## config.mk

```make
export PLATFORM = sky130hd
export DESIGN_NAME = ethernet_frame_crc32_core_flat
export DESIGN_NICKNAME = d
export VERILOG_FILES = /design/src/rtl/efcrc_pkg.sv /design/src/rtl/efcrc_if.sv /design/src/rtl/efcrc_dp.sv /design/src/rtl/efcrc_ctrl.sv /design/src/rtl/ethernet_frame_crc32_core.sv /design/src/flat_wrapper.sv
export SDC_FILE = /design/constraint.sdc
export NUM_CORES = 1
export LEC_CHECK = 0
export BUFFER_PORTS_ARGS = -buffer_cell sky130_fd_sc_hd__buf_2
export CAP_MARGIN = 10
export CORE_AREA = 2 2 173 107
export CTS_CLUSTER_SIZE = 28
export DETAILED_ROUTE_END_ITERATION = 7
export DIE_AREA = 0 0 175 109
export GPL_TIMING_DRIVEN = 0
export HOLD_SLACK_MARGIN = 0.08
export PLACE_DENSITY = 0.74
export SLEW_MARGIN = 15
export SYNTH_ARGS = -nofsm -noshare
export SYNTH_HDL_FRONTEND = slang
export SYNTH_SLANG_ARGS = --single-unit
export TNS_END_PERCENT = 100
```

## constraint.sdc

```tcl
create_clock -name clock -period 6.45 [get_ports clock]
set_input_delay 0.3225 -clock clock [delete_from_list [all_inputs] [get_ports clock]]
set_output_delay 0.3225 -clock clock [all_outputs]
set_load 0.005 [all_outputs]
```

## src/rtl/efcrc_pkg.sv

```systemverilog
// Shared constants, command types and the byte-wide CRC update for the frame CRC core.
`timescale 1ns / 1ps

package efcrc_pkg;

   // Field widths of the configuration registers and channels.
   localparam int unsigned ADDR_W       = 48;
   localparam int unsigned LEN_W        = 16;
   localparam int unsigned CSR_DATA_W   = 48;
   localparam int unsigned CSR_INDEX_W  = 2;
   localparam int unsigned BYTE_W       = 8;
   localparam int unsigned CRC_W        = 32;
   localparam int unsigned HDR_INDEX_W  = 4;

   // Header is destination, source and length: fourteen bytes.
   localparam int unsigned HDR_BYTES    = 14;
   localparam int unsigned HDR_W        = 2 * ADDR_W + LEN_W;
   localparam logic [HDR_INDEX_W-1:0] HDR_LAST_INDEX = HDR_INDEX_W'(HDR_BYTES - 1);

   // The 32 zero bits that close the division are fed as four zero bytes.
   localparam logic [HDR_INDEX_W-1:0] FLUSH_LAST_INDEX = HDR_INDEX_W'(CRC_W / BYTE_W - 1);

   localparam int unsigned MIN_PAYLOAD_DEFAULT = 46;

   localparam logic [CRC_W-1:0] CRC_POLY = 32'h04C1_1DB7;

   // Register reset values.
   localparam logic [ADDR_W-1:0] DEST_RESET = 48'h8000_FF60_2CDC;
   localparam logic [ADDR_W-1:0] SRC_RESET  = 48'h8000_FE85_3A5F;
   localparam logic [LEN_W-1:0]  LEN_RESET  = 16'h0040;

   // Register indexes on the configuration port.
   localparam logic [CSR_INDEX_W-1:0] CSR_DEST = 2'd0;
   localparam logic [CSR_INDEX_W-1:0] CSR_SRC  = 2'd1;
   localparam logic [CSR_INDEX_W-1:0] CSR_LEN  = 2'd2;

   typedef enum logic [1:0] {
      CRC_HOLD,
      CRC_CLEAR,
      CRC_FEED
   } crc_op_type;

   typedef enum logic [1:0] {
      SRC_INPUT,
      SRC_LATCH,
      SRC_HEADER,
      SRC_ZERO
   } byte_src_type;

   // Commands from the controller to the datapath.
   typedef struct packed {
      crc_op_type              crc_op;
      byte_src_type            src;
      logic [HDR_INDEX_W-1:0]  hdr_index;
      logic                    latch_byte;
      logic                    load_out;
   } dp_cmd_type;

   // Status from the datapath to the controller.
   typedef struct packed {
      logic out_free;
   } dp_status_type;

   // Shift eight message bits, most significant first, into the remainder.
   function automatic logic [CRC_W-1:0] crc_byte(input logic [CRC_W-1:0] crc,
                                                 input logic [BYTE_W-1:0] data);
      logic [CRC_W-1:0] r;
      logic             top;
      r = crc;
      for (int k = BYTE_W - 1; k >= 0; k--) begin
         top = r[CRC_W-1];
         r   = {r[CRC_W-2:0], data[k]};
         if (top) begin
            r = r ^ CRC_POLY;
         end
      end
      return r;
   endfunction

endpackage

```

## src/rtl/efcrc_if.sv

```systemverilog
// Valid/ready channel interfaces for the payload bytes and the CRC results.
`timescale 1ns / 1ps

interface efcrc_req_if;
   logic                             valid;
   logic                             ready;
   logic [efcrc_pkg::BYTE_W-1:0]     data_byte;
   logic                             last_byte;

   modport source (output valid, output data_byte, output last_byte, input ready);
   modport sink   (input valid, input data_byte, input last_byte, output ready);
endinterface

interface efcrc_rsp_if;
   logic                             valid;
   logic                             ready;
   logic [efcrc_pkg::CRC_W-1:0]      crc_value;

   modport source (output valid, output crc_value, input ready);
   modport sink   (input valid, input crc_value, output ready);
endinterface

```

## src/rtl/efcrc_dp.sv

```systemverilog
// Datapath: header registers, CRC remainder register and the result output register.
`timescale 1ns / 1ps

module efcrc_dp (
   input  logic                                 clock,
   input  logic                                 reset,
   input  logic                                 csr_write_enable,
   input  logic [efcrc_pkg::CSR_INDEX_W-1:0]    csr_index,
   input  logic [efcrc_pkg::CSR_DATA_W-1:0]     csr_write_data,
   input  logic [efcrc_pkg::BYTE_W-1:0]         req_data_byte,
   input  logic                                 rsp_ready,
   output logic                                 rsp_valid,
   output logic [efcrc_pkg::CRC_W-1:0]          rsp_crc_value,
   input  efcrc_pkg::dp_cmd_type                cmd,
   output efcrc_pkg::dp_status_type             status
);

   logic [efcrc_pkg::ADDR_W-1:0] dest_ff;
   logic [efcrc_pkg::ADDR_W-1:0] src_ff;
   logic [efcrc_pkg::LEN_W-1:0]  len_ff;
   logic [efcrc_pkg::BYTE_W-1:0] byte_ff;
   logic [efcrc_pkg::CRC_W-1:0]  crc_ff;
   logic [efcrc_pkg::CRC_W-1:0]  crc_in;
   logic                         rsp_valid_ff;
   logic [efcrc_pkg::CRC_W-1:0]  rsp_crc_ff;

   logic [efcrc_pkg::HDR_W-1:0]  hdr_word;
   logic [6:0]                   hdr_shift;
   logic [efcrc_pkg::BYTE_W-1:0] hdr_byte;
   logic [efcrc_pkg::BYTE_W-1:0] feed_byte;

   // Configuration registers; an index beyond the list is ignored.
   always_ff @(posedge clock) begin
      if (reset) begin
         dest_ff <= efcrc_pkg::DEST_RESET;
         src_ff  <= efcrc_pkg::SRC_RESET;
         len_ff  <= efcrc_pkg::LEN_RESET;
      end else if (csr_write_enable) begin
         unique case (csr_index)
            efcrc_pkg::CSR_DEST: dest_ff <= csr_write_data;
            efcrc_pkg::CSR_SRC:  src_ff  <= csr_write_data;
            efcrc_pkg::CSR_LEN:  len_ff  <= csr_write_data[efcrc_pkg::LEN_W-1:0];
            default: ;
         endcase
      end
   end

   // Header byte selected by index, most significant byte first.
   assign hdr_word  = {dest_ff, src_ff, len_ff};
   assign hdr_shift = {efcrc_pkg::HDR_LAST_INDEX - cmd.hdr_index, 3'b000};
   assign hdr_byte  = efcrc_pkg::BYTE_W'(hdr_word >> hdr_shift);

   // Message byte fed into the remainder this cycle.
   always_comb begin
      case (cmd.src)
         efcrc_pkg::SRC_INPUT:  feed_byte = req_data_byte;
         efcrc_pkg::SRC_LATCH:  feed_byte = byte_ff;
         efcrc_pkg::SRC_HEADER: feed_byte = hdr_byte;
         default:               feed_byte = '0;
      endcase
   end

   always_comb begin
      case (cmd.crc_op)
         efcrc_pkg::CRC_CLEAR: crc_in = '0;
         efcrc_pkg::CRC_FEED:  crc_in = efcrc_pkg::crc_byte(crc_ff, feed_byte);
         default:              crc_in = crc_ff;
      endcase
   end

   // Remainder and the byte held while the header goes in.
   always_ff @(posedge clock) begin
      crc_ff <= crc_in;
      if (cmd.latch_byte) begin
         byte_ff <= req_data_byte;
      end
   end

   // Output register: holds a finished result until the sink takes the transaction.
   always_ff @(posedge clock) begin
      if (reset) begin
         rsp_valid_ff <= 1'b0;
      end else if (cmd.load_out) begin
         rsp_valid_ff <= 1'b1;
      end else if (rsp_ready) begin
         rsp_valid_ff <= 1'b0;
      end
      if (cmd.load_out) begin
         rsp_crc_ff <= crc_ff;
      end
   end

   assign rsp_valid       = rsp_valid_ff;
   assign rsp_crc_value   = rsp_crc_ff;
   assign status.out_free = !rsp_valid_ff || rsp_ready;

endmodule

```

## src/rtl/efcrc_ctrl.sv

```systemverilog
// Controller: frame sequencing through header, payload, padding and flush.
`timescale 1ns / 1ps

module efcrc_ctrl #(
   parameter int unsigned MIN_PAYLOAD = efcrc_pkg::MIN_PAYLOAD_DEFAULT
) (
   input  logic                      clock,
   input  logic                      reset,
   input  logic                      req_valid,
   input  logic                      req_last,
   output logic                      req_ready,
   output efcrc_pkg::dp_cmd_type     cmd,
   input  efcrc_pkg::dp_status_type  status
);

   localparam int unsigned CNT_W = $clog2(MIN_PAYLOAD + 1);
   localparam logic [CNT_W-1:0] MIN_CNT = CNT_W'(MIN_PAYLOAD);
   localparam logic [CNT_W-1:0] ONE_CNT = CNT_W'(1);
   localparam logic [efcrc_pkg::HDR_INDEX_W-1:0] ONE_STEP = efcrc_pkg::HDR_INDEX_W'(1);

   typedef enum logic [2:0] {
      S_IDLE,
      S_HEADER,
      S_PAYLOAD,
      S_PAD,
      S_FLUSH,
      S_DONE
   } state_type;

   state_type                             state_ff, state_in;
   logic [CNT_W-1:0]                      count_ff, count_in;
   logic [efcrc_pkg::HDR_INDEX_W-1:0]     step_ff, step_in;
   logic                                  open_ff, open_in;
   logic                                  last_ff, last_in;
   logic [CNT_W-1:0]                      count_inc;
   logic                                  accept;

   assign req_ready = (state_ff == S_IDLE);
   assign accept    = req_valid && req_ready;
   assign count_inc = (count_ff < MIN_CNT) ? count_ff + ONE_CNT : count_ff;

   // Next state and datapath commands.
   always_comb begin
      state_in       = state_ff;
      count_in       = count_ff;
      step_in        = step_ff;
      open_in        = open_ff;
      last_in        = last_ff;
      cmd.crc_op     = efcrc_pkg::CRC_HOLD;
      cmd.src        = efcrc_pkg::SRC_ZERO;
      cmd.hdr_index  = step_ff;
      cmd.latch_byte = 1'b0;
      cmd.load_out   = 1'b0;
      unique case (state_ff)
         S_IDLE: begin
            if (accept && open_ff) begin
               // Frame already open: the byte goes straight into the remainder.
               cmd.crc_op = efcrc_pkg::CRC_FEED;
               cmd.src    = efcrc_pkg::SRC_INPUT;
               count_in   = count_inc;
               step_in    = '0;
               if (req_last) begin
                  state_in = (count_inc < MIN_CNT) ? S_PAD : S_FLUSH;
               end
            end else if (accept) begin
               // First byte of a frame: clear and send the header ahead of it.
               cmd.crc_op     = efcrc_pkg::CRC_CLEAR;
               cmd.latch_byte = 1'b1;
               open_in        = 1'b1;
               last_in        = req_last;
               count_in       = '0;
               step_in        = '0;
               state_in       = S_HEADER;
            end
         end
         S_HEADER: begin
            cmd.crc_op = efcrc_pkg::CRC_FEED;
            cmd.src    = efcrc_pkg::SRC_HEADER;
            step_in    = step_ff + ONE_STEP;
            if (step_ff == efcrc_pkg::HDR_LAST_INDEX) begin
               state_in = S_PAYLOAD;
            end
         end
         S_PAYLOAD: begin
            cmd.crc_op = efcrc_pkg::CRC_FEED;
            cmd.src    = efcrc_pkg::SRC_LATCH;
            count_in   = ONE_CNT;
            step_in    = '0;
            if (last_ff) begin
               state_in = (ONE_CNT < MIN_CNT) ? S_PAD : S_FLUSH;
            end else begin
               state_in = S_IDLE;
            end
         end
         S_PAD: begin
            cmd.crc_op = efcrc_pkg::CRC_FEED;
            cmd.src    = efcrc_pkg::SRC_ZERO;
            count_in   = count_ff + ONE_CNT;
            if (count_ff + ONE_CNT == MIN_CNT) begin
               state_in = S_FLUSH;
            end
         end
         S_FLUSH: begin
            cmd.crc_op = efcrc_pkg::CRC_FEED;
            cmd.src    = efcrc_pkg::SRC_ZERO;
            step_in    = step_ff + ONE_STEP;
            if (step_ff == efcrc_pkg::FLUSH_LAST_INDEX) begin
               state_in = S_DONE;
            end
         end
         S_DONE: begin
            // Wait for the output register to be free, then close the frame.
            if (status.out_free) begin
               cmd.load_out = 1'b1;
               open_in      = 1'b0;
               count_in     = '0;
               state_in     = S_IDLE;
            end
         end
         default: begin
            state_in = S_IDLE;
         end
      endcase
   end

   always_ff @(posedge clock) begin
      if (reset) begin
         state_ff <= S_IDLE;
         count_ff <= '0;
         step_ff  <= '0;
         open_ff  <= 1'b0;
         last_ff  <= 1'b0;
      end else begin
         state_ff <= state_in;
         count_ff <= count_in;
         step_ff  <= step_in;
         open_ff  <= open_in;
         last_ff  <= last_in;
      end
   end

`ifndef SYNTHESIS
   // A result is only loaded when the output register can take it.
   assert property (@(posedge clock) disable iff (reset)
      cmd.load_out |-> status.out_free)
      else $error("result loaded while output register occupied");

   // The payload count saturates at the minimum payload length.
   assert property (@(posedge clock) disable iff (reset)
      count_ff <= MIN_CNT)
      else $error("payload count above minimum payload");

   // The flush only starts once the payload has been padded to full length.
   assert property (@(posedge clock) disable iff (reset)
      (state_ff == S_FLUSH) |-> (count_ff == MIN_CNT))
      else $error("flush entered with short payload");

   // Header and payload work happens inside an open frame.
   assert property (@(posedge clock) disable iff (reset)
      (state_ff == S_HEADER || state_ff == S_PAYLOAD || state_ff == S_PAD) |-> open_ff)
      else $error("frame work without an open frame");
`endif

endmodule

```

## src/rtl/ethernet_frame_crc32_core.sv

```systemverilog
// Top level of the frame CRC-32 core: controller and datapath joined by commands.
// A frame's first byte is accepted and latched, the 14 header bytes go in, then the byte itself.
// Further payload bytes are accepted one per cycle, each fed in its accept cycle.
// After the last byte: pad bytes one per cycle up to MIN_PAYLOAD, then four zero flush bytes,
// then the result enters the output register from the done state, once it is free.
// Reset is synchronous and active high; configuration returns to its reset values.
`timescale 1ns / 1ps

module ethernet_frame_crc32_core #(
   parameter int unsigned MIN_PAYLOAD = efcrc_pkg::MIN_PAYLOAD_DEFAULT
) (
   input  logic                               clock,
   input  logic                               reset,
   efcrc_req_if.sink                          req_chan,
   efcrc_rsp_if.source                        rsp_chan,
   input  logic                               csr_write_enable,
   input  logic [efcrc_pkg::CSR_INDEX_W-1:0]  csr_index,
   input  logic [efcrc_pkg::CSR_DATA_W-1:0]   csr_write_data
);

   efcrc_pkg::dp_cmd_type    cmd;
   efcrc_pkg::dp_status_type status;

   // Frame sequencing.
   efcrc_ctrl #(
      .MIN_PAYLOAD (MIN_PAYLOAD)
   ) u_ctrl (
      .clock     (clock),
      .reset     (reset),
      .req_valid (req_chan.valid),
      .req_last  (req_chan.last_byte),
      .req_ready (req_chan.ready),
      .cmd       (cmd),
      .status    (status)
   );

   // Remainder, header and output storage.
   efcrc_dp u_dp (
      .clock            (clock),
      .reset            (reset),
      .csr_write_enable (csr_write_enable),
      .csr_index        (csr_index),
      .csr_write_data   (csr_write_data),
      .req_data_byte    (req_chan.data_byte),
      .rsp_ready        (rsp_chan.ready),
      .rsp_valid        (rsp_chan.valid),
      .rsp_crc_value    (rsp_chan.crc_value),
      .cmd              (cmd),
      .status           (status)
   );

endmodule
```

## src/flat_wrapper.sv

```systemverilog
// flat-port wrapper written by rule: the top's interface ports become plain ports
module ethernet_frame_crc32_core_flat 
#(
   parameter int unsigned MIN_PAYLOAD = efcrc_pkg::MIN_PAYLOAD_DEFAULT
)
  (clock, reset, csr_write_enable, csr_index, csr_write_data, req_chan_valid, req_chan_data_byte, req_chan_last_byte, req_chan_ready, rsp_chan_valid, rsp_chan_crc_value, rsp_chan_ready);
  efcrc_req_if req_chan_i ();
  efcrc_rsp_if rsp_chan_i ();
  input  logic clock;
  input  logic reset;
  input  logic csr_write_enable;
  input  logic [efcrc_pkg::CSR_INDEX_W-1:0] csr_index;
  input  logic [efcrc_pkg::CSR_DATA_W-1:0] csr_write_data;
  input wire logic [$bits(req_chan_i.valid)-1:0] req_chan_valid;
  input wire logic [$bits(req_chan_i.data_byte)-1:0] req_chan_data_byte;
  input wire logic [$bits(req_chan_i.last_byte)-1:0] req_chan_last_byte;
  output wire logic [$bits(req_chan_i.ready)-1:0] req_chan_ready;
  output wire logic [$bits(rsp_chan_i.valid)-1:0] rsp_chan_valid;
  output wire logic [$bits(rsp_chan_i.crc_value)-1:0] rsp_chan_crc_value;
  input wire logic [$bits(rsp_chan_i.ready)-1:0] rsp_chan_ready;
  assign req_chan_i.valid = req_chan_valid;
  assign req_chan_i.data_byte = req_chan_data_byte;
  assign req_chan_i.last_byte = req_chan_last_byte;
  assign req_chan_ready = req_chan_i.ready;
  assign rsp_chan_valid = rsp_chan_i.valid;
  assign rsp_chan_crc_value = rsp_chan_i.crc_value;
  assign rsp_chan_i.ready = rsp_chan_ready;
  ethernet_frame_crc32_core #(.MIN_PAYLOAD(MIN_PAYLOAD)) u_core (.clock(clock), .reset(reset), .req_chan(req_chan_i), .rsp_chan(rsp_chan_i), .csr_write_enable(csr_write_enable), .csr_index(csr_index), .csr_write_data(csr_write_data));
endmodule
```

; After elaboration in Yosys (flattened, before gate mapping)
; Index checks and enable logic that the tools add are counted.
[totals]
ff_bits = 200
word_cells = 121
input_bits = 64
output_inout_bits = 34
[op_classes]
n_reduce_logical = 22
eq_ne = 22
shift = 1
bitwise_logic = 9
magnitude_cmp = 2
n_mux = 50
n_addsub = 3
[op_table]
columns = operator, n
row1 = 32-bit two-way mux, 7
row2 = 27-bit two-way mux, 8
row3 = 14-bit NOT, 8
row4 = 112-bit by 7-bit right shift with 8-bit output, 1
row5 = 32-bit one-hot mux with 2 select lines, 1
row6 = 3-bit two-way mux, 8
row7 = 6-bit two-way mux, 4
row8 = 6-bit one-hot mux with 4 select lines, 1
row9 = 8-bit one-hot mux with 3 select lines, 1
row10 = 3-bit one-hot mux with 6 select lines, 1
row11 = 4-bit one-hot mux with 4 select lines, 1
row12 = 6-bit < comparator (second input constant), 2
row13 = 4-bit one-hot mux with 3 select lines, 1
row14 = 1-bit two-way mux, 11
row15 = 4-bit two-way mux, 2
row16 = 2-bit inequality test (second input constant), 4
row17 = 2-bit AND reduction, 4
row18 = 6-bit by 1-bit adder with 6-bit output (second input constant), 1
row19 = 2-bit by 1-bit == test with 1-bit output (second input constant), 3
row20 = 2-bit == test (second input constant), 3
row21 = 3-bit by 2-bit == test with 1-bit output (second input constant), 2
row22 = 3-bit == test (second input constant), 2
row23 = 6-bit == test (second input constant), 1
row24 = 2-bit two-way mux, 3
row25 = 22 further kinds, 29

; Depth between registers and ports, before layout
; Gate-level depths: netlist (run 1).
[depth]
depth_word = 31
depth_mapped = 12
depth_no_buf = 8

; Modules after synthesis
; Synthesis (run 1) repeated with hierarchy kept, for this count alone.
[unflattened]
hier_cells = 985
area_unflattened_um2 = 9402.8
[by_module_without_submodules]
columns = module, instances, cells_per_inst, seq_area_each_um2, area_each_um2
row1 = efcrc_dp, 1, 832, 4424.2, 8250.4
row2 = efcrc_ctrl, 1, 153, 300.3, 1152.4

; Least setup slack after synthesis (run 1)
; OpenSTA, ideal clock, no wires.
[synth_timing]
path_kind = register to register
startpoint = reg u_core.u_ctrl.state_ff[2]
endpoint = reg u_core.u_dp.crc_ff[0] (netlist bit), enable pin
setup_slack_ps = 3616
t_required_ps = 6063
setup_time_ps = 387
synth_period_minus_slack_ps = 2834
arrival_ps = 2448
path_stages_with_launch = 8
path_buffers = 1
cell_sequence = dfxtp_1 > clkbuf_1 > nor3_1 > nand2_1 > nor2_1 > inv_1 > ha_1 > inv_1
[synth_via]
elab_chain_cells = 7
word_cells_on_any_way = 14
cone_classes = eq/ne (6) / mux (3) / reduce/logical (5)
[synth_rtl]
columns = item, line
row1 = "start, declared", efcrc_ctrl.sv:30  ; state_type state_ff, state_in;
row2 = "start signal, assigned", efcrc_ctrl.sv:134  ; state_ff <= state_in;
row3 = 3-bit zero test *, efcrc_ctrl.sv:38  ; assign req_ready = (state_ff == S_IDLE);
row4 = via req_chan_ready, flat_wrapper.sv:17  ; output wire logic [$bits(req_chan_i.ready)-1:0] req_chan_ready;
row5 = 1-bit logical AND, efcrc_ctrl.sv:39  ; assign accept = req_valid && req_ready;
row6 = 1-bit two-way mux / 1-bit logical AND (equally long branches), "efcrc_ctrl.sv:65, efcrc_ctrl.sv:56"
row7 = 2-bit two-way mux, efcrc_ctrl.sv:56  ; if (accept && open_ff) begin
row8 = 4-bit one-hot mux with 4 select lines *, efcrc_ctrl.sv:54  ; unique case (state_ff)
row9 = 2-bit == test / 2-bit by 1-bit == test with 1-bit output (equally long branches), efcrc_dp.sv:64  ; case (cmd.crc_op)
row10 = 2-bit nonzero test (no source line) *, n/a
row11 = "end signal, assigned", efcrc_dp.sv:73  ; crc_ff <= crc_in;
row12 = "end, declared", efcrc_dp.sv:22  ; logic [efcrc_pkg::CRC_W-1:0] crc_ff;
; Mark *: on every way through the listed nets, which the timed path passes. The rest lies on a longest branch.
; A chain may end at the register's enable or synchronous reset.

; Worst setup path after layout (run 1)
[layout_timing]
startpoint = reg u_core.u_ctrl.step_ff[1] (netlist bit)
endpoint = reg u_core.u_dp.crc_ff[4] (netlist bit) (data pin)
[layout_via]
elab_chain_cells = 17
[layout_rtl]
columns = item, line
row1 = "start, declared", efcrc_ctrl.sv:32  ; logic [efcrc_pkg::HDR_INDEX_W-1:0] step_ff, step_in;
row2 = "start signal, assigned", efcrc_ctrl.sv:136  ; step_ff <= step_in;
row3 = 4-bit subtractor *, efcrc_dp.sv:50  ; assign hdr_shift = {efcrc_pkg::HDR_LAST_INDEX - cmd.hdr_index, 3'b000};
row4 = 112-bit by 7-bit right shift with 8-bit output *, efcrc_dp.sv:51  ; assign hdr_byte = efcrc_pkg::BYTE_W'(hdr_word >> hdr_shift);
row5 = 8-bit one-hot mux with 3 select lines *, efcrc_dp.sv:55  ; case (cmd.src)
row6 = 14-bit NOT (no source line), n/a
row7 = 27-bit two-way mux *, efcrc_pkg.sv:73  ; if (top) begin
row8 = 32-bit two-way mux *, efcrc_dp.sv:64
row9 = 14-bit NOT (no source line), n/a
row10 = 27-bit two-way mux *, efcrc_pkg.sv:73
row11 = 32-bit two-way mux *, efcrc_dp.sv:64
row12 = 14-bit NOT (no source line), n/a
row13 = 27-bit two-way mux *, efcrc_pkg.sv:73
row14 = 32-bit two-way mux *, efcrc_dp.sv:64
row15 = 27-bit two-way mux *, efcrc_pkg.sv:73
row16 = 32-bit two-way mux *, efcrc_dp.sv:64
row17 = 14-bit NOT (no source line), n/a
row18 = 27-bit two-way mux *, efcrc_pkg.sv:73
row19 = 32-bit one-hot mux with 2 select lines *, efcrc_dp.sv:64
; Mark *: on every way between the ends. The rest lies on a longest branch, timed or not. The select of a mux whose other input is x is not followed.

==> results of run 1 <==
==> state kept, by name (all words and copies together), names as in the netlist <==
signal                     flops
u_core.u_dp.rsp_valid          1
u_core.u_ctrl.open_ff          1
u_core.u_dp.src_ff            48
u_core.u_dp.len_ff            16
u_core.u_ctrl.state_ff         3
u_core.u_dp.dest_ff           48
u_core.u_ctrl.last_ff          1
u_core.u_dp.byte_ff            8
u_core.u_dp.crc_ff            32
u_core.u_dp.rsp_crc_value     32
u_core.u_ctrl.count_ff         6
u_core.u_ctrl.step_ff          4
==> power breakdown <==
part / internal [W] / switching [W] / total (W)
clock network: 0.000552 / 0.000526 / 0.00108
registers: 0.00160 / 0.000108 / 0.00171
logic: 0.000803 / 0.00105 / 0.00185
total: 0.00296 / 0.00169 / 0.00464
==> worst paths after layout <==
kind,from,end,depth (start not counted)
setup reg to reg,u_core.u_ctrl.step_ff[1]$_SDFFE_PP0P_,u_core.u_dp.crc_ff[4]$_SDFFCE_PP0P_,12
hold reg to reg,u_core.u_dp.crc_ff[28]$_SDFFCE_PP0P_,u_core.u_dp.rsp_crc_value[28]$_DFFE_PP_,0
setup / recovery,u_core.u_ctrl.step_ff[1]$_SDFFE_PP0P_,u_core.u_dp.crc_ff[4]$_SDFFCE_PP0P_,12
hold / removal,csr_write_data[30],u_core.u_dp.src_ff[30]$_SDFFE_PP1P_,3
==> layout make-up <==
type | instances | share of cell area (%)
Clock inverter | 14 | 1.46
Timing Repair Buffer | 104 | 5.10
Buffer | 72 | 3.24
Clock buffer | 18 | 3.94
Inverter | 10 | 0.344
Multi-Input combinational cell | 677 | 39.8
Sequential cell | 200 | 43.3
Tap cell | 240 | 2.75
==> metal layers <==
layer | part of all wire, % | wire length (um) | vias to the layer above | GRT usage, %
met3 | 11 | 2910 | 51 | 7.91
met4 | 2.1 | 548 | 0 | 9.29
met5 | 0 | 0 | - | 0
met2 | 41 | 10800 | 393 | 40.0
met1 | 46 | 12200 | 3690 | 42.9
li1 | - | - | 3559 | -
==> what timing repair did <==
item,4_1_cts,5_1_grt
setup buffers,0,0
hold endpoints to repair,6,1
resized for setup,0,0
hold buffers,6,1
==> cells by family after synthesis <==
| logic type | count (synthesis) | synth area share, % |
|---|---|---|
| fa+ha+maj | 7 | 0.926 |
| compound gates | 161 | 10.6 |
| flops | 200 | 50.0 |
| xor+xnor | 82 | 7.91 |
| mux | 37 | 7.06 |
| buf+inv | 82 | 4.13 |
| simple gates | 390 | 19.4 |
==> synthesized netlist by cell type (5+ instances only) <==
cell type,n,area [um^2]
buf_1,7,26.3
and2_1,32,200
nand3b_1,43,323
a22oi_1,10,75.1
nor3_1,7,35.0
nor2_1,28,105
xnor2_1,61,534
nand2b_1,5,31.3
a211oi_1,6,45.0
inv_1,10,37.5
nor2b_1,9,56.3
buf_4,6,45.0
mux4_2,9,203
nand2_1,240,901
buf_2,17,85.1
o21ai_0,10,50.1
mux2i_1,12,120
dfxtp_1,128,2560
ha_1,7,87.6
o31ai_1,6,45.0
xor2_1,17,149
clkbuf_1,38,143
edfxtp_1,72,2160
a21oi_1,87,435
mux4_1,11,289
a31oi_1,9,56.3
==> metrics by stage <==
step	util, %	total power [W]	cell area [um^2]	hold WS, ns	cells
3_5_place_dp	58.1	0.00354	10200	0.428	1296
2_1_floorplan	-	0.00309	9460	0.421	959
4_1_cts	61.7	0.00463	10900	0.0826	1334
5_1_grt	61.8	0.00488	10900	0.0942	1335
3_3_place_gp	58.1	0.00350	10200	0.429	1296
6_report	61.8	0.00464	10900	0.0885	1335
==> worst max-delay path, stage by stage, from the launching register on <==
cell	delay (ns)
dfxtp_1	0.41
buf_6	0.19
buf_2	0.27
inv_1	0.14
ha_1	0.30
buf_4	0.19
clkbuf_1	0.41
or2_1	0.23
o2bb2ai_1	0.10
a221oi_1	0.37
o211ai_2	0.13
xnor2_1	0.17
and2_1	0.16
==> summary.txt, run 1 <==
Detailed routing
  • Total wirelength of the detailed-routed design: 26.4 mm
  • WL per Instance: 19.8 um
  • Pre-antenna DRT Iters: 5
  • ANT nets after route: 0
  • DRC viols: 0
  • Number of DRC markers after the initial detailed-route iteration: 1170
  • Vias: 7693
  • Per-cell via count in the routed design: 5.76

Cells and area
  • NumNets Final: 1153
  • Number of fill cells in the layout: 1495
  • Multi-input gate area in the final layout: 4340 um^2
  • Commonest non-fill, non-tap cell in the layout: nand2_1
  • Commonest non-fill, non-tap cells in the layout: nand2_1 (240), dfxtp_1 (128), buf_2 (114), a21oi_1 (87), edfxtp_1 (72)
  • Final antenna diode count: 0
  • Ratio of cells with drive above 1 in the final layout: 16.5%
  • Growth of design area from synthesis to finish: 15.3%
  • Register area: 4720 um^2

Die
  • Number of placement rows: 38
  • Area inside the core boundary: 17600 um^2
  • Overall die height: 109 um
  • Starting Density: 53.6%
  • Die footprint: 19100 um^2
  • Horizontal extent of the die: 175 um
  • Ports placed on the boundary: 98

Clock tree
  • Worst-Skew Late Latency: 0.45 ns
  • Total CTS buffers: 17
  • H-tree levels: 4
  • Register clock-pin slew on the reported worst setup and hold paths: 0.08 ns
  • Buffers from clock root to sink, at most: 2
  • Clock root buffer: clkbuf_16
  • TritonCTS clock tree: built
  • Number of sinks on the clock net: 200

Logic synthesis
  • Number of register bits inferred by synthesis: 200
  • Netlist area before placement: 9460 um^2
  • Number of enable-type register cells in the synthesized netlist: 72
  • Primary flip-flop cell chosen by synthesis mapping: dfxtp_1
  • Post-synthesis cell type count: 65
  • Fraction of the yosys area taken by sequential cells: 50.0%
  • Net count after synthesis: 1030
  • Count of mapped cells out of synthesis: 959
  • Number of warnings printed during yosys synthesis: 0
  • Synth Area per Inst: 9.86 um^2
  • Async set-reset flop share out of synthesis: 0%

Setup path
  • Crit path capture type: flip-flop
  • Required time at the worst-slack endpoint: 6.66 ns
  • Minimum setup slack among reg-to-reg paths: 3.14 ns
  • Largest fanout on the critical path: 10
  • Worst setup SP type: flip-flop
  • Endpoint arrival time on the critical path: 3.52 ns
  • Crit path kind: reg2reg

Pwr
  • Leak pwr: 4.11 nW
  • Worst ir drop on vdd: 0.240 mV
  • Power density over cell area: 426 nW/um^2

Placed design
  • Sum of net half-perimeters after detailed placement: 19.6 mm
  • Pre-CTS WS: 3.27 ns
  • Routability cong.: 0.932
  • Number of input and output port buffers inserted: 97

STA
  • Min cycle time layout: 3.31 ns
  • Clock Skew: 0.0113 ns
  • Final hold vios: 0
  • Endpoints failing setup: 0
  • Transition time at the pin with the least slew margin: 0.917 ns
  • Summed negative setup slack over all endpoints: 0 ns
  • Slew HR: 38.7%
  • Setup repair after global routing missed its margin: no
  • Minimum setup slack in the final design: 3.14 ns
  • Final clock period utilization by the worst path: 51.3%
  • Top achievable clock speed: 302 MHz
  • Max-slew violation count: 0

GRT
  • Global-route usage over all layers: 28.7%
  • Initial antenna violation count: 0
  • GRT overflow: 0
  • Maximum number of pins on one net before global-route repair: 33
  • Vias in the first global route: 7201
  • Global-route wire length before repair: 40.9 mm

Outcome
  • Status: completed

Run
  • Number of maximum-capacitance constraint violations: 0

Worst hold path
  • Kind of path behind the tightest hold check: in2reg
Note: power is estimated with default switching activity, not from simulation.
==> run 2: changes to the inputs <==
--- a/config.mk
+++ b/config.mk
@@ -7,13 +7,13 @@
 export LEC_CHECK = 0
 export BUFFER_PORTS_ARGS = -buffer_cell sky130_fd_sc_hd__buf_2
 export CAP_MARGIN = 10
-export CORE_AREA = 2 2 173 107
+export CORE_AREA = 2 2 176 109
 export CTS_CLUSTER_SIZE = 28
 export DETAILED_ROUTE_END_ITERATION = 7
-export DIE_AREA = 0 0 175 109
+export DIE_AREA = 0 0 178 111
 export GPL_TIMING_DRIVEN = 0
 export HOLD_SLACK_MARGIN = 0.08
-export PLACE_DENSITY = 0.74
+export PLACE_DENSITY = 0.75
 export SLEW_MARGIN = 15
 export SYNTH_ARGS = -nofsm -noshare
 export SYNTH_HDL_FRONTEND = slang
==> constraint.sdc (replaced) <==
create_clock -name clock -period 2.7 [get_ports clock]
set_input_delay 0.135 -clock clock [delete_from_list [all_inputs] [get_ports clock]]
set_output_delay 0.135 -clock clock [all_outputs]
set_load 0.005 [all_outputs]
==> run 2 against run 1 <==
  * Critical path depth decreased by 1
  * Worst setup slack worse by 3.0 ns
  * Flip-flop and latch count did not move
  * Final cell count is 4.9% higher
  * Clock skew hardly changed
  * Largest cell class unchanged
  * Sequential share of layout area is 2.6 points lower
  * Die area up 3.6%
  * Clock power grew to 2.5 times the previous value
  * Core utilization grew 1.3 points
==> summary.txt, run 2 (synthesized netlist as in run 1, its figures left out) <==
Setup path
  • Required time at the worst-slack endpoint: 2.89 ns
  • Largest fanout on the critical path: 10
  • Crit path kind: reg2reg
  • Library cell contributing the largest single delay on the critical path: dfxtp_4
  • Worst setup SP type: flip-flop
  • Library cell appearing most often on the critical path: buf_4
  • Largest stage delay on the critical path: 0.38 ns
  • Crit path capture type: flip-flop
  • Sequence of cells on the critical path: buf_12 -> inv_1 -> ha_1 -> buf_4 -> buf_4 -> and3b_1 -> o2bb2ai_1 -> a221oi_2 -> o211ai_2 -> xnor2_1 -> and2_1
  • Endpoint arrival time on the critical path: 2.76 ns

Pwr
  • Part of the total power dissipated in the clock network: 23.8%
  • Net switching power: 0.00412 W
  • Combinational group share of total power: 40.8%
  • Total internal power: 0.00742 W
  • Power density over cell area: 995 nW/um^2
  • Sw Ratio: 35.7%
  • Worst ir drop on vdd: 0.606 mV
  • Relative contribution of sequential cells to total power: 35.4%
  • Leak pwr: 4.39 nW

Detailed routing
  • Number of DRC markers after the initial detailed-route iteration: 1004
  • DRC viols: 0
  • Pre-antenna DRT Iters: 6
  • Per-cell via count in the routed design: 5.70
  • Total wirelength of the detailed-routed design: 27.8 mm
  • WL per Instance: 19.8 um
  • ANT nets after route: 0
  • Vias: 7986

Placed design
  • Sum of net half-perimeters after detailed placement: 19.5 mm
  • Pre-CTS WS: -0.700 ns
  • Routability cong.: 0.943
  • Number of input and output port buffers inserted: 97
  • Total cell area at the placement stage: 10300 um^2

Cells and area
  • Biggest regs: u_core.u_dp.dest_ff (48), u_core.u_dp.src_ff (48)
  • Commonest non-fill, non-tap cells in the layout: nand2_1 (240), dfxtp_1 (127), buf_2 (113), a21oi_1 (87), edfxtp_1 (72)
  • Growth of design area from synthesis to finish: 22.7%
  • Ratio of cells with drive above 1 in the final layout: 17.0%
  • Design area: 11600 um^2
  • Commonest non-fill, non-tap cell in the layout: nand2_1
  • NumNets Final: 1213
  • Final antenna diode count: 0

STA
  • Summed negative setup slack over all endpoints: 0 ns
  • Minimum setup slack in the final design: 0.139 ns
  • Endpoints failing setup: 0
  • Final hold vios: 0
  • Slew HR: 46.4%
  • Worst hold slack across all endpoints: 0.311 ns
  • Top achievable clock speed: 391 MHz
  • Clock Skew: 0.0114 ns
  • Final clock period utilization by the worst path: 94.8%
  • Min cycle time layout: 2.56 ns
  • Transition time at the pin with the least slew margin: 0.798 ns
  • Max-slew violation count: 0

Clock tree
  • TritonCTS clock tree: built
  • Number of sinks on the clock net: 200
  • Worst-Skew Late Latency: 0.44 ns
  • Clock root buffer: clkbuf_16
  • Register clock-pin slew on the reported worst setup and hold paths: 0.08 ns
  • Total CTS buffers: 17
  • Buffers from clock root to sink, at most: 2
  • H-tree levels: 4

Die
  • Starting Density: 51.4%
  • Ports placed on the boundary: 98
  • Horizontal extent of the die: 178 um
  • Area inside the core boundary: 18400 um^2
  • Die footprint: 19800 um^2
  • Number of placement rows: 39
  • Overall die height: 111 um

Outcome
  • Status: completed

Run
  • Number of maximum-capacitance constraint violations: 0

GRT
  • Vias in the first global route: 7516
  • GRT overflow: 0
  • Initial antenna violation count: 0
  • Global-route usage over all layers: 28.7%
  • Global-route wire length before repair: 42.4 mm
  • Maximum number of pins on one net before global-route repair: 33

Worst hold path
  • Kind of path behind the tightest hold check: in2reg
-- run 2: changes by cell type in the layout (fill, tap and decap cells not counted), moves of 2 or more --
cell | before | now
a221oi_2 | 0 | 3
a221oi_1 | 4 | 1
buf_4 | 6 | 13
clkinvlp_4 | 1 | 4
dlygate4sd3_1 | 7 | 60
bufinv_16 | 1 | 3
buf_12 | 1 | 3
clkbuf_1 | 39 | 37
-- run 2: final timing paths --
kind,startpoint,endpoint,slack (ns),depth (start not counted)
worst min register to register,u_core.u_dp.crc_ff[27]$_SDFFCE_PP0P_,u_core.u_dp.rsp_crc_value[27]$_DFFE_PP_,0.44,0
worst max register to register,u_core.u_ctrl.step_ff[1]$_SDFFE_PP0P_,u_core.u_dp.crc_ff[7]$_SDFFCE_PP0P_,0.14,11
worst min-delay path,csr_write_enable,u_core.u_dp.len_ff[0]$_SDFFE_PP0P_,0.31,4
worst max-delay path,u_core.u_ctrl.step_ff[1]$_SDFFE_PP0P_,u_core.u_dp.crc_ff[7]$_SDFFCE_PP0P_,0.14,11
-- run 2: worst max-delay path: cells and delay by family (launching register included) --
kind,cells,cell delay [ns]
buffers and inverters,4,0.58
AND/OR/NAND/NOR,2,0.37
AO/OA/AOI/OAI,3,0.51
adder cells (fa/ha/maj),1,0.30
flip-flops,1,0.38
XOR/XNOR,1,0.17
-- run 2: metrics by stage --
step,std cells,utilization [%],total power [W]
2_1_floorplan,959,-,0.00739
3_3_place_gp,1302,55.7,0.00832
3_5_place_dp,1302,55.7,0.00843
4_1_cts,1397,62.9,0.0114
5_1_grt,1401,63.1,0.0120
6_report,1401,63.1,0.0115
-- run 2: what timing repair did --
action,in CTS,in global routing
resized for setup,10,5
hold buffers,60,0
endpoints found under the hold margin,124,0
setup buffers,3,4
setup endpoints to repair,63,62
gates cloned,1,0
-- run 2: area by class of cell --
| cell class | instances | area (um^2) |
|---|---|---|
| inverters | 10 | 41.3 |
| clock buffers | 17 | 425 |
| plain buffers | 71 | 360 |
| multi-input cells | 677 | 4370 |
| clock inverters | 15 | 210 |
| repair inverters | 1 | 7.51 |
| fillers | 1472 | 6790 |
| flip-flops and latches | 200 | 4730 |
| well taps | 246 | 308 |
| repair buffers | 164 | 1150 |
-- run 2: routing by layer --
layer	routed length, um	up-vias	part of all wire, %	GRT usage [%]
met3	3340	54	12	9.43
met4	471	0	1.7	6.39
li1	-	3683	-	-
met1	12200	3818	44	42.6
met5	0	-	0	0
met2	11700	431	42	40.5
-- run 2: power groups by stage --
stage	registers, W	clock network, W	logic (W)
6_report	0.00409	0.00275	0.00471
5_1_grt	0.00413	0.00288	0.00503
4_1_cts	0.00408	0.00275	0.00457
3_5_place_dp	0.00416	0	0.00428
3_3_place_gp	0.00414	0	0.00418
2_1_floorplan	0.00405	0	0.00333
